==> config.mk <==
export PLATFORM = sky130hd
export DESIGN_NAME = nmea_sentence_retag_filter
export DESIGN_NICKNAME = d
export VERILOG_FILES = /design/src/hdl/nsrf_pkg.sv /design/src/hdl/nsrf_ram.sv /design/src/hdl/nsrf_ctrl.sv /design/src/hdl/nsrf_dp.sv /design/src/hdl/nmea_sentence_retag_filter.sv
export SDC_FILE = /design/constraint.sdc
export NUM_CORES = 2
export LEC_CHECK = 0
export BUFFER_PORTS_ARGS = -buffer_cell sky130_fd_sc_hd__buf_2
export CAP_MARGIN = 10
export CORE_MARGIN = 2
export CORE_UTILIZATION = 38
export CTS_BUF_LIST = sky130_fd_sc_hd__clkbuf_8 sky130_fd_sc_hd__clkbuf_16
export DETAILED_ROUTE_END_ITERATION = 10
export HOLD_SLACK_MARGIN = 0.15
export SLEW_MARGIN = 20
export SYNTH_ARGS = -nofsm -noshare
export SYNTH_HDL_FRONTEND = slang
export SYNTH_HIERARCHICAL = 1
export SYNTH_SLANG_ARGS = --single-unit
==> constraint.sdc <==
create_clock -name clk -period 15.2 [get_ports clk]
set_input_delay 0.76 -clock clk [delete_from_list [all_inputs] [get_ports clk]]
set_output_delay 0.76 -clock clk [all_outputs]
set_load 0.05 [all_outputs]
==> src/hdl/nsrf_pkg.sv <==
package nsrf_pkg;

  localparam int LINE_BYTES = 128;
  localparam int ADDR_W     = $clog2(LINE_BYTES);
  localparam int LEN_W      = $clog2(LINE_BYTES + 1);

  localparam logic [7:0] NL_CHAR     = 8'h0A;
  localparam logic [7:0] DOLLAR_CHAR = 8'h24;
  localparam logic [7:0] STAR_CHAR   = 8'h2A;

  localparam logic [23:0] MATCH_TAG_RST    = 24'h484447;
  localparam logic [7:0]  REPLACE_CHAR_RST = 8'h54;

  // tag sits at '$'+3 .. '$'+5
  localparam int TAG_OFS = 3;

  localparam logic REG_MATCH_TAG    = 1'b0;
  localparam logic REG_REPLACE_CHAR = 1'b1;

  // read address select
  localparam logic [2:0] RD_STAR1 = 3'd0;
  localparam logic [2:0] RD_STAR2 = 3'd1;
  localparam logic [2:0] RD_TAG0  = 3'd2;
  localparam logic [2:0] RD_TAG1  = 3'd3;
  localparam logic [2:0] RD_TAG2  = 3'd4;
  localparam logic [2:0] RD_PTR   = 3'd5;

  typedef struct packed {
    logic       collect;
    logic       clear;
    logic       rd_en;
    logic [2:0] rd_sel;
    logic       cap_hi;
    logic       cap_tag0;
    logic       cap_tag1;
    logic       do_retag;
    logic       wr_hi;
    logic       wr_lo;
    logic       fill_issue;
    logic       load;
  } ctrl_cmd_t;

  typedef struct packed {
    logic newline;
    logic pre_ok;
    logic hex_ok;
    logic tag_in_body;
    logic tag_match;
    logic fill_done;
    logic at_end;
    logic out_free;
  } dp_stat_t;

  // 0..15 for a hex digit, bit 4 set otherwise
  function automatic logic [4:0] hex_value(input logic [7:0] c);
    logic [4:0] v;
    v = 5'h10;
    if (c >= 8'h30 && c <= 8'h39) v = 5'(c - 8'h30);
    else if (c >= 8'h41 && c <= 8'h46) v = 5'(c - 8'h41 + 8'd10);
    else if (c >= 8'h61 && c <= 8'h66) v = 5'(c - 8'h61 + 8'd10);
    return v;
  endfunction

  function automatic logic [7:0] hex_upper(input logic [3:0] n);
    logic [7:0] c;
    if (n < 4'd10) c = 8'h30 + {4'h0, n};
    else c = 8'h41 + {4'h0, n} - 8'd10;
    return c;
  endfunction

endpackage

==> src/hdl/nsrf_ram.sv <==
module nsrf_ram #(
  parameter int WIDTH = 8,
  parameter int DEPTH = 128
) (
  input  logic                     clk,
  input  logic                     we,
  input  logic [$clog2(DEPTH)-1:0] waddr,
  input  logic [WIDTH-1:0]         wdata,
  input  logic                     re,
  input  logic [$clog2(DEPTH)-1:0] raddr,
  output logic [WIDTH-1:0]         rdata
);

  logic [WIDTH-1:0] mem_r [DEPTH];
  logic [WIDTH-1:0] rdata_r;

  always_ff @(posedge clk) begin
    if (we) begin
      mem_r[waddr] <= wdata;
    end
    if (re) begin
      rdata_r <= mem_r[raddr];
    end
  end

  assign rdata = rdata_r;

endmodule

==> src/hdl/nsrf_ctrl.sv <==
module nsrf_ctrl
  import nsrf_pkg::*;
(
  input  logic      clk,
  input  logic      rst_n,
  input  logic      in_valid,
  input  dp_stat_t  stat,
  output logic      in_ready,
  output ctrl_cmd_t cmd
);

  localparam logic [3:0] S_IDLE   = 4'd0;
  localparam logic [3:0] S_CHECK  = 4'd1;
  localparam logic [3:0] S_HEX1   = 4'd2;
  localparam logic [3:0] S_HEX2   = 4'd3;
  localparam logic [3:0] S_TAG0   = 4'd4;
  localparam logic [3:0] S_TAG1   = 4'd5;
  localparam logic [3:0] S_TAG2   = 4'd6;
  localparam logic [3:0] S_WR1    = 4'd7;
  localparam logic [3:0] S_WR2    = 4'd8;
  localparam logic [3:0] S_FILL   = 4'd9;
  localparam logic [3:0] S_SETTLE = 4'd10;
  localparam logic [3:0] S_LOAD   = 4'd11;

  logic [3:0] state_r, state_nxt;

  assign in_ready = (state_r == S_IDLE);

  always_comb begin
    state_nxt = state_r;
    cmd       = '0;
    case (state_r)
      S_IDLE: begin
        if (in_valid) begin
          cmd.collect = 1'b1;
          if (stat.newline) state_nxt = S_CHECK;
        end
      end
      S_CHECK: begin
        if (stat.pre_ok) begin
          cmd.rd_en  = 1'b1;
          cmd.rd_sel = RD_STAR1;
          state_nxt  = S_HEX1;
        end else begin
          cmd.clear = 1'b1;
          state_nxt = S_IDLE;
        end
      end
      S_HEX1: begin
        cmd.rd_en  = 1'b1;
        cmd.rd_sel = RD_STAR2;
        cmd.cap_hi = 1'b1;
        state_nxt  = S_HEX2;
      end
      S_HEX2: begin
        if (!stat.hex_ok) begin
          cmd.clear = 1'b1;
          state_nxt = S_IDLE;
        end else if (stat.tag_in_body) begin
          cmd.rd_en  = 1'b1;
          cmd.rd_sel = RD_TAG0;
          state_nxt  = S_TAG0;
        end else begin
          state_nxt = S_FILL;
        end
      end
      S_TAG0: begin
        cmd.rd_en    = 1'b1;
        cmd.rd_sel   = RD_TAG1;
        cmd.cap_tag0 = 1'b1;
        state_nxt    = S_TAG1;
      end
      S_TAG1: begin
        cmd.rd_en    = 1'b1;
        cmd.rd_sel   = RD_TAG2;
        cmd.cap_tag1 = 1'b1;
        state_nxt    = S_TAG2;
      end
      S_TAG2: begin
        if (stat.tag_match) begin
          cmd.do_retag = 1'b1;
          state_nxt    = S_WR1;
        end else begin
          state_nxt = S_FILL;
        end
      end
      S_WR1: begin
        cmd.wr_hi = 1'b1;
        state_nxt = S_WR2;
      end
      S_WR2: begin
        cmd.wr_lo = 1'b1;
        state_nxt = S_FILL;
      end
      S_FILL: begin
        cmd.rd_en      = 1'b1;
        cmd.rd_sel     = RD_PTR;
        cmd.fill_issue = 1'b1;
        if (stat.fill_done) state_nxt = S_SETTLE;
      end
      S_SETTLE: begin
        state_nxt = S_LOAD;
      end
      S_LOAD: begin
        // hold the group until the output register frees up
        if (stat.out_free) begin
          cmd.load = 1'b1;
          if (stat.at_end) begin
            cmd.clear = 1'b1;
            state_nxt = S_IDLE;
          end else begin
            state_nxt = S_FILL;
          end
        end
      end
      default: begin
        state_nxt = S_IDLE;
      end
    endcase
  end

  always_ff @(posedge clk) begin
    if (!rst_n) begin
      state_r <= S_IDLE;
    end else begin
      state_r <= state_nxt;
    end
  end

endmodule

==> src/hdl/nsrf_dp.sv <==
module nsrf_dp
  import nsrf_pkg::*;
(
  input  logic        clk,
  input  logic        rst_n,
  input  ctrl_cmd_t   cmd,
  input  logic [7:0]  in_byte,
  input  logic [23:0] match_tag,
  input  logic [7:0]  replace_char,
  input  logic        out_ready,
  output dp_stat_t    stat,
  output logic        out_valid,
  output logic [7:0]  out_byte0,
  output logic [7:0]  out_byte1,
  output logic [7:0]  out_byte2,
  output logic [7:0]  out_byte3,
  output logic [2:0]  byte_count,
  output logic        last_group,
  output logic        retagged
);

  logic [LEN_W-1:0]  len_r;
  logic [ADDR_W-1:0] dollar_r;
  logic [ADDR_W-1:0] star_r;
  logic [7:0]        xor_r;
  logic              seen_d_r;
  logic              seen_s_r;
  logic              ovf_r;
  logic              tagged_r;
  logic [7:0]        hi_r;
  logic              m0_r;
  logic              m1_r;
  logic [LEN_W-1:0]  ptr_r;
  logic [2:0]        fill_cnt_r;
  logic              pend_r;
  logic [1:0]        pend_slot_r;
  logic [7:0]        stg_r [4];
  logic              out_valid_r;
  logic [7:0]        ob_r [4];
  logic [2:0]        cnt_r;
  logic              last_r;
  logic              rtg_r;

  logic              we;
  logic [ADDR_W-1:0] waddr;
  logic [7:0]        wdata;
  logic [ADDR_W-1:0] raddr;
  logic [7:0]        rdata;

  logic              can_store;
  logic [LEN_W+1:0]  star_p2;
  logic [LEN_W+1:0]  len_m1;
  logic [LEN_W+1:0]  dol_p5;
  logic [4:0]        hv_hi;
  logic [4:0]        hv_lo;
  logic [7:0]        xor_new;
  logic [ADDR_W-1:0] tag_base;

  assign can_store = !ovf_r && (len_r < LEN_W'(LINE_BYTES));
  assign tag_base  = dollar_r + ADDR_W'(TAG_OFS);
  assign xor_new   = xor_r ^ rdata ^ replace_char;

  always_comb begin
    we    = 1'b0;
    waddr = len_r[ADDR_W-1:0];
    wdata = in_byte;
    if (cmd.collect) begin
      we = can_store;
    end else if (cmd.do_retag) begin
      we    = 1'b1;
      waddr = tag_base + ADDR_W'(2);
      wdata = replace_char;
    end else if (cmd.wr_hi) begin
      we    = 1'b1;
      waddr = star_r + ADDR_W'(1);
      wdata = hex_upper(xor_r[7:4]);
    end else if (cmd.wr_lo) begin
      we    = 1'b1;
      waddr = star_r + ADDR_W'(2);
      wdata = hex_upper(xor_r[3:0]);
    end
  end

  always_comb begin
    case (cmd.rd_sel)
      RD_STAR1: raddr = star_r + ADDR_W'(1);
      RD_STAR2: raddr = star_r + ADDR_W'(2);
      RD_TAG0:  raddr = tag_base;
      RD_TAG1:  raddr = tag_base + ADDR_W'(1);
      RD_TAG2:  raddr = tag_base + ADDR_W'(2);
      RD_PTR:   raddr = ptr_r[ADDR_W-1:0];
      default:  raddr = ptr_r[ADDR_W-1:0];
    endcase
  end

  nsrf_ram #(
    .WIDTH (8),
    .DEPTH (LINE_BYTES)
  ) u_line_ram (
    .clk   (clk),
    .we    (we),
    .waddr (waddr),
    .wdata (wdata),
    .re    (cmd.rd_en),
    .raddr (raddr),
    .rdata (rdata)
  );

  assign star_p2 = (LEN_W+2)'(star_r) + (LEN_W+2)'(2);
  assign len_m1  = (LEN_W+2)'(len_r) - (LEN_W+2)'(1);
  assign dol_p5  = (LEN_W+2)'(dollar_r) + (LEN_W+2)'(TAG_OFS + 2);
  assign hv_hi   = hex_value(hi_r);
  assign hv_lo   = hex_value(rdata);

  always_comb begin
    stat.newline     = (in_byte == NL_CHAR);
    stat.pre_ok      = !ovf_r && seen_d_r && seen_s_r && (star_p2 < len_m1);
    stat.hex_ok      = !hv_hi[4] && !hv_lo[4] && ({hv_hi[3:0], hv_lo[3:0]} == xor_r);
    stat.tag_in_body = dol_p5 < (LEN_W+2)'(star_r);
    stat.tag_match   = m0_r && m1_r && (rdata == match_tag[7:0]);
    stat.fill_done   = (fill_cnt_r == 3'd3) || (ptr_r + LEN_W'(1) == len_r);
    stat.at_end      = (ptr_r == len_r);
    stat.out_free    = !out_valid_r || out_ready;
  end

  // line bookkeeping
  always_ff @(posedge clk) begin
    if (!rst_n || cmd.clear) begin
      len_r      <= '0;
      dollar_r   <= '0;
      star_r     <= '0;
      xor_r      <= '0;
      seen_d_r   <= 1'b0;
      seen_s_r   <= 1'b0;
      ovf_r      <= 1'b0;
      tagged_r   <= 1'b0;
      ptr_r      <= '0;
      fill_cnt_r <= '0;
      pend_r     <= 1'b0;
    end else begin
      if (cmd.collect && !ovf_r) begin
        if (can_store) begin
          len_r <= len_r + LEN_W'(1);
          if (in_byte != NL_CHAR) begin
            if (!seen_d_r) begin
              if (in_byte == DOLLAR_CHAR) begin
                seen_d_r <= 1'b1;
                dollar_r <= len_r[ADDR_W-1:0];
              end
            end else if (!seen_s_r) begin
              if (in_byte == STAR_CHAR) begin
                seen_s_r <= 1'b1;
                star_r   <= len_r[ADDR_W-1:0];
              end else begin
                xor_r <= xor_r ^ in_byte;
              end
            end
          end
        end else begin
          ovf_r <= 1'b1;
        end
      end
      if (cmd.do_retag) begin
        xor_r    <= xor_new;
        tagged_r <= 1'b1;
      end
      pend_r <= cmd.fill_issue;
      if (cmd.fill_issue) begin
        ptr_r       <= ptr_r + LEN_W'(1);
        fill_cnt_r  <= fill_cnt_r + 3'd1;
        pend_slot_r <= fill_cnt_r[1:0];
      end
      if (cmd.load) begin
        fill_cnt_r <= '0;
      end
    end
  end

  always_ff @(posedge clk) begin
    if (cmd.cap_hi) hi_r <= rdata;
    if (cmd.cap_tag0) m0_r <= (rdata == match_tag[23:16]);
    if (cmd.cap_tag1) m1_r <= (rdata == match_tag[15:8]);
    if (pend_r) stg_r[pend_slot_r] <= rdata;
  end

  // output register
  always_ff @(posedge clk) begin
    if (!rst_n) begin
      out_valid_r <= 1'b0;
    end else if (cmd.load) begin
      out_valid_r <= 1'b1;
    end else if (out_ready) begin
      out_valid_r <= 1'b0;
    end
  end

  always_ff @(posedge clk) begin
    if (cmd.load) begin
      for (int k = 0; k < 4; k++) begin
        ob_r[k] <= (3'(k) < fill_cnt_r) ? stg_r[k] : 8'h00;
      end
      cnt_r  <= fill_cnt_r;
      last_r <= stat.at_end;
      rtg_r  <= tagged_r;
    end
  end

  assign out_valid  = out_valid_r;
  assign out_byte0  = ob_r[0];
  assign out_byte1  = ob_r[1];
  assign out_byte2  = ob_r[2];
  assign out_byte3  = ob_r[3];
  assign byte_count = cnt_r;
  assign last_group = last_r;
  assign retagged   = rtg_r;

endmodule

==> src/hdl/nmea_sentence_retag_filter.sv <==
// Input: one byte per cycle while a line is collected; in_ready stays low from
// the newline until the last group is loaded or the line is dropped, longer
// while out_ready stalls. After the newline the checksum is checked, then a
// tag in the body is compared and, on a match, rewritten, then the line is
// read out in groups of four bytes through the one read port.
// Sync active-low reset clears line state, out_valid and config (HDG, 'T').
module nmea_sentence_retag_filter
  import nsrf_pkg::*;
(
  input  logic        clk,
  input  logic        rst_n,
  input  logic        in_valid,
  output logic        in_ready,
  input  logic [7:0]  in_byte,
  output logic        out_valid,
  input  logic        out_ready,
  output logic [7:0]  out_byte0,
  output logic [7:0]  out_byte1,
  output logic [7:0]  out_byte2,
  output logic [7:0]  out_byte3,
  output logic [2:0]  out_byte_count,
  output logic        out_last_group,
  output logic        out_retagged,
  input  logic        psel,
  input  logic        penable,
  input  logic        pwrite,
  input  logic [2:0]  paddr,
  input  logic [31:0] pwdata,
  output logic [31:0] prdata,
  output logic        pready
);

  ctrl_cmd_t   cmd;
  dp_stat_t    stat;
  logic [23:0] match_tag_r;
  logic [7:0]  replace_char_r;
  logic        cfg_wr;

  assign pready = 1'b1;
  assign cfg_wr = psel && penable && pwrite;

  always_ff @(posedge clk) begin
    if (!rst_n) begin
      match_tag_r    <= MATCH_TAG_RST;
      replace_char_r <= REPLACE_CHAR_RST;
    end else if (cfg_wr) begin
      if (paddr[2] == REG_MATCH_TAG) match_tag_r <= pwdata[23:0];
      else replace_char_r <= pwdata[7:0];
    end
  end

  assign prdata = (paddr[2] == REG_REPLACE_CHAR) ? {24'h0, replace_char_r}
                                                 : {8'h0, match_tag_r};

  nsrf_ctrl u_ctrl (
    .clk      (clk),
    .rst_n    (rst_n),
    .in_valid (in_valid),
    .stat     (stat),
    .in_ready (in_ready),
    .cmd      (cmd)
  );

  nsrf_dp u_dp (
    .clk          (clk),
    .rst_n        (rst_n),
    .cmd          (cmd),
    .in_byte      (in_byte),
    .match_tag    (match_tag_r),
    .replace_char (replace_char_r),
    .out_ready    (out_ready),
    .stat         (stat),
    .out_valid    (out_valid),
    .out_byte0    (out_byte0),
    .out_byte1    (out_byte1),
    .out_byte2    (out_byte2),
    .out_byte3    (out_byte3),
    .byte_count   (out_byte_count),
    .last_group   (out_last_group),
    .retagged     (out_retagged)
  );

endmodule

==> summary.md <==
| Metric | Value |
|---|---|
| Ys flop type | `edfxtp_1` |
| Met2 WL | `~55,000 microns` |
| Final non-filler cell total | `4,647` |
| Critical R2R Launch | `u_dp/dollar_r[0]$_SDFFE_PP0P_` |
| Fin crit share | `54.2%` |
| Vias in the first global route | `between 20,000 and 30,000` |
| Crit Path Category | `flop to flop` |
| Final worst slack | `6.97 ns` |
| Slew Limit Fails | `0` |
| Sink Count | `about 1,200` |
| Total CTS buffers | `130` |
| Chip Height | `365 microns` |
| Ratio of cells with drive above 1 in the final layout | `25.2%` |
| # H-tree levels | `4` |
| DRC | `0` |
| Worst Tran Pin Value | `1.08 ns` |
| Initial Util | `38.3%` |
| Max Cap Viol | `0` |
| Drt wl/cell | `24.1 microns` |
| Top cell by count, worst path | `mux4_2` |
| CP endpoint kind | `flop` |
| Total core area | `roughly 130,000 sq um` |
| Sequential share of the synthesized area | `70.7%` |
| Cts hold-fix bufs | `0` |
| Reg2reg end | `u_dp/u_line_ram/rdata[0]$_DFFE_PP_` |
| Power Dens Cells | `roughly 120 nW/um^2` |
| Initial antenna violation count | `5` |
| Post-CTS Setup Repair Bufs | `0` |
| I/O Pins | `122` |
| Slew Limit Headroom | `roughly 28%` |
| FFs w/ async S/R, synth | `0%` |
| Layout area overhead | `13.5%` |
| Detail Placement HPWL | `68,900 microns` |
| Leak | `between 15 and 20 nW` |
| CTS root buf | `clkbuf_16` |
| Hold WS | `0.279 ns` |
| Setup crit start kind | `flop` |
| Remaining antenna violation count | `0` |
| Total number of vias | `25,100` |
| Avg Inst Size Synth | `18.5 sq um` |
| Worst-skew pair later-pin latency | `0.74 ns` |
| Cells after Synth | `2,687` |
| First-pass GRT wire length | `166,000 microns` |
| Worst reg2reg path depth | `22` |
| Worst Hold Endpoint | `match_tag_r[15]$_SDFFE_PN0P_` |
| Fmax | `0.121 GHz` |
| CP max-delay cell | `buf_4` |
| Clock transition at the registers of the reported paths | `0.06 ns` |
| Die W | `365 microns` |
| Post-synth top area cell | `edfxtp_1` |
| Synthesis Warnings | `6` |
| Overall Global Routing Usage | `approximately 17%` |
| Drt pass-1 iters | `6` |
| Worst path required time | `roughly 16 ns` |
| Critical Path Fanout Max | `102` |
| WL met3 | `7440 microns` |
| FF-to-FF setup slack | `6.97 ns` |
| Yosys reg bits | `~1,200` |
| GPL Wtd Cong | `approximately 0.86` |
| DRT iter0 DRCs | `2,433` |
| Setup WS pre-CTS | `6.88 ns` |
| CP cell instances | `inv_1 -> ha_1 -> ha_1 -> a21boi_0 -> o21a_1 -> o21a_1 -> o21ai_0 -> nand2b_1 -> a31oi_1 -> nand4_1 -> a21o_1 -> inv_2 -> nor2_1 -> nand2_1 -> o21ai_0 -> a21oi_4 -> buf_12 -> buf_4 -> mux4_2 -> mux4_2 -> mux4_2 -> mux2_2` |
| Worst vdd ir | `0.0786 mV` |
| Skew final | `0.0443 ns` |
| Setup violations, final | `0` |
| Metal-1 WL | `47,000 microns` |
| Overall power | `0.00678 W` |
| Largest net degree at the start of global routing | `140` |
| Worst Hold Path Cells | `3` |
| Post-synth cell types | `80` |
| Worst Hold Class | `primary input to flop` |
| RSZ-0062 raised after global routing | `no` |
| Endpoints failing hold | `0` |
| Grt ovf | `0` |
| Fin nets | `a little under 3,000` |
| WP data arrival | `about 8.7 ns` |
| Crit-path max cell delay | `0.86 ns` |
| Vias per cell | `5.39` |
| Tmin final | `8.23 ns` |
| Hold Crit Start | `pwdata[15]` |
| Die area | `133,000 sq um` |
| Row count | `132` |
| Max layer used | `met5` |
| Post-synth EDFFs | `1,113` |
| CTS tree | `built` |
| Mapped cell area | `49,600 sq um` |
| Top cells by area, synth | `edfxtp_1 (67%), mux4_2 (15%), dfxtp_1 (3.3%), nor2_1 (1.6%), xnor2_1 (1.2%)` |
| Clock buffer depth | `3` |
| Dpl cells | `4,410` |
| Port Buffers | `about 100` |
| Cts repair resizes | `0` |
| Post-Route WL | `112,000 microns` |
| Area share of the largest cell type after synthesis | `67.4%` |
| Status | `complete, no violations` |
| Final setup TNS | `0 ns` |
[sequential cells by signal (all words and copies together) (netlist names), 2 cells and up]
name	cells
u_dp/u_line_ram/mem_r	1024
u_dp/ob_r	32
u_dp/stg_r	32
match_tag_r	24
replace_char_r	8
u_dp/hi_r	8
u_dp/len_r	8
u_dp/ptr_r	8
u_dp/u_line_ram/rdata	8
u_dp/xor_r	8
u_dp/dollar_r	7
u_dp/star_r	7
u_ctrl/state_r	4
u_dp/byte_count	3
u_dp/fill_cnt_r	3
u_dp/pend_slot_r	2
[cells in the final DEF, fill, tap and decap left out, types with 6 or more instances in the layout]
cell | netlist | routed
clkinvlp_4 | 0 | 8
nor3_2 | 0 | 8
and3_1 | 7 | 7
o21a_1 | 6 | 6
nand4_1 | 20 | 20
nor2b_1 | 76 | 76
ha_1 | 30 | 30
a31oi_1 | 7 | 6
bufinv_16 | 0 | 8
a21oi_1 | 42 | 38
nor3_1 | 27 | 19
clkinv_2 | 0 | 16
mux2_2 | 18 | 18
mux2i_1 | 56 | 56
xor2_1 | 44 | 44
clkinv_1 | 0 | 19
clkbuf_16 | 0 | 132
and2_1 | 9 | 9
mux4_2 | 336 | 336
nand2_1 | 103 | 102
inv_1 | 31 | 64
xnor2_1 | 69 | 69
a22oi_1 | 10 | 10
edfxtp_1 | 1113 | 1113
nand3_1 | 39 | 35
a32oi_1 | 6 | 6
buf_4 | 21 | 40
a21o_1 | 8 | 8
conb_1 | 2 | 9
o21ai_0 | 30 | 27
buf_2 | 24 | 102
nand2b_1 | 23 | 22
nor2_1 | 217 | 216
dfxtp_1 | 83 | 83
[Yosys cell counts (30+ instances only)]
master and count:
mux4_2 336, nand3_1 39, a21oi_1 42, ha_1 30, mux2i_1 56, xnor2_1 69
nor2b_1 76, xor2_1 44, nand2_1 103, edfxtp_1 1113, nor2_1 217, inv_1 31
o21ai_0 30, clkbuf_1 95, dfxtp_1 83
[area by class of cell]
| class | instances | area, sq um |
|---|---|---|
| Antenna cell | 3 | 7.51 |
| Multi-Input combinational cell | 1293 | 13800 |
| Clock inverter | 98 | 823 |
| Timing Repair Buffer | 148 | 917 |
| Sequential cell | 1196 | 35100 |
| Fill cell | 11100 | 73200 |
| Inverter | 33 | 124 |
| Tap cell | 1742 | 2180 |
| Clock buffer | 134 | 3330 |
[cell families after synthesis]
kind of cell    count (synthesis)  synth area share (%)
compound gates                165                  2.23
other cells                     2                0.0151
fa+ha+maj                      30                 0.757
xor+xnor                      113                  2.00
simple gates                  566                  5.59
flops                        1196                  70.7
mux                           410                  16.8
buf+inv                       205                  1.89
[report_power, final]
part	switching (W)	internal (W)
Combinational	0.000113	0.0000303
Clock	0.00128	0.00174
Sequential	0.00000632	0.00361
Total	0.00140	0.00538
[worst max-delay path by stage]
stage               cells after the start                            from                                     to  slack [ns]
global placement                       22   u_dp/dollar_r[0]$_SDFFE_PP0P_     u_dp/u_line_ram/rdata[3]$_DFFE_PP_        6.87
floorplan                               6  u_ctrl/state_r[2]$_SDFFE_PN0P_  u_dp/u_line_ram/mem_r[0][1]$_DFFE_PP_        6.28
CTS                                    22   u_dp/dollar_r[0]$_SDFFE_PP0P_     u_dp/u_line_ram/rdata[0]$_DFFE_PP_        6.86
global route                           22   u_dp/dollar_r[0]$_SDFFE_PP0P_     u_dp/u_line_ram/rdata[0]$_DFFE_PP_        6.44
detailed placement                     22   u_dp/dollar_r[0]$_SDFFE_PP0P_     u_dp/u_line_ram/rdata[0]$_DFFE_PP_        6.88
finish                                 22   u_dp/dollar_r[0]$_SDFFE_PP0P_     u_dp/u_line_ram/rdata[0]$_DFFE_PP_        6.97
[layer usage]
metal | GRT usage [%] | vias up
met5 | 0 | -
met4 | 4.36 | 4
li1 | - | 10900
met2 | 27.8 | 851
met3 | 3.03 | 170
met1 | 23.0 | 13100
[worst max-delay path: cells and delay by family (launching register included)]
family	cells	cell delay, ns
fa+ha+maj	2	0.86
compound gates	8	1.69
mux	4	2.04
buf+inv	4	1.85
simple gates	4	0.53
flops	1	0.73
[stage by stage]
stage	utilization [%]	cell area [sq um]
after floorplan	-	49600
after CTS	43.4	56200
after global routing	43.5	56300
after detailed placement	40.2	52100
final	43.5	56300
after global placement	40.2	52100
No activity file was read; power rests on OpenSTA's default activity.
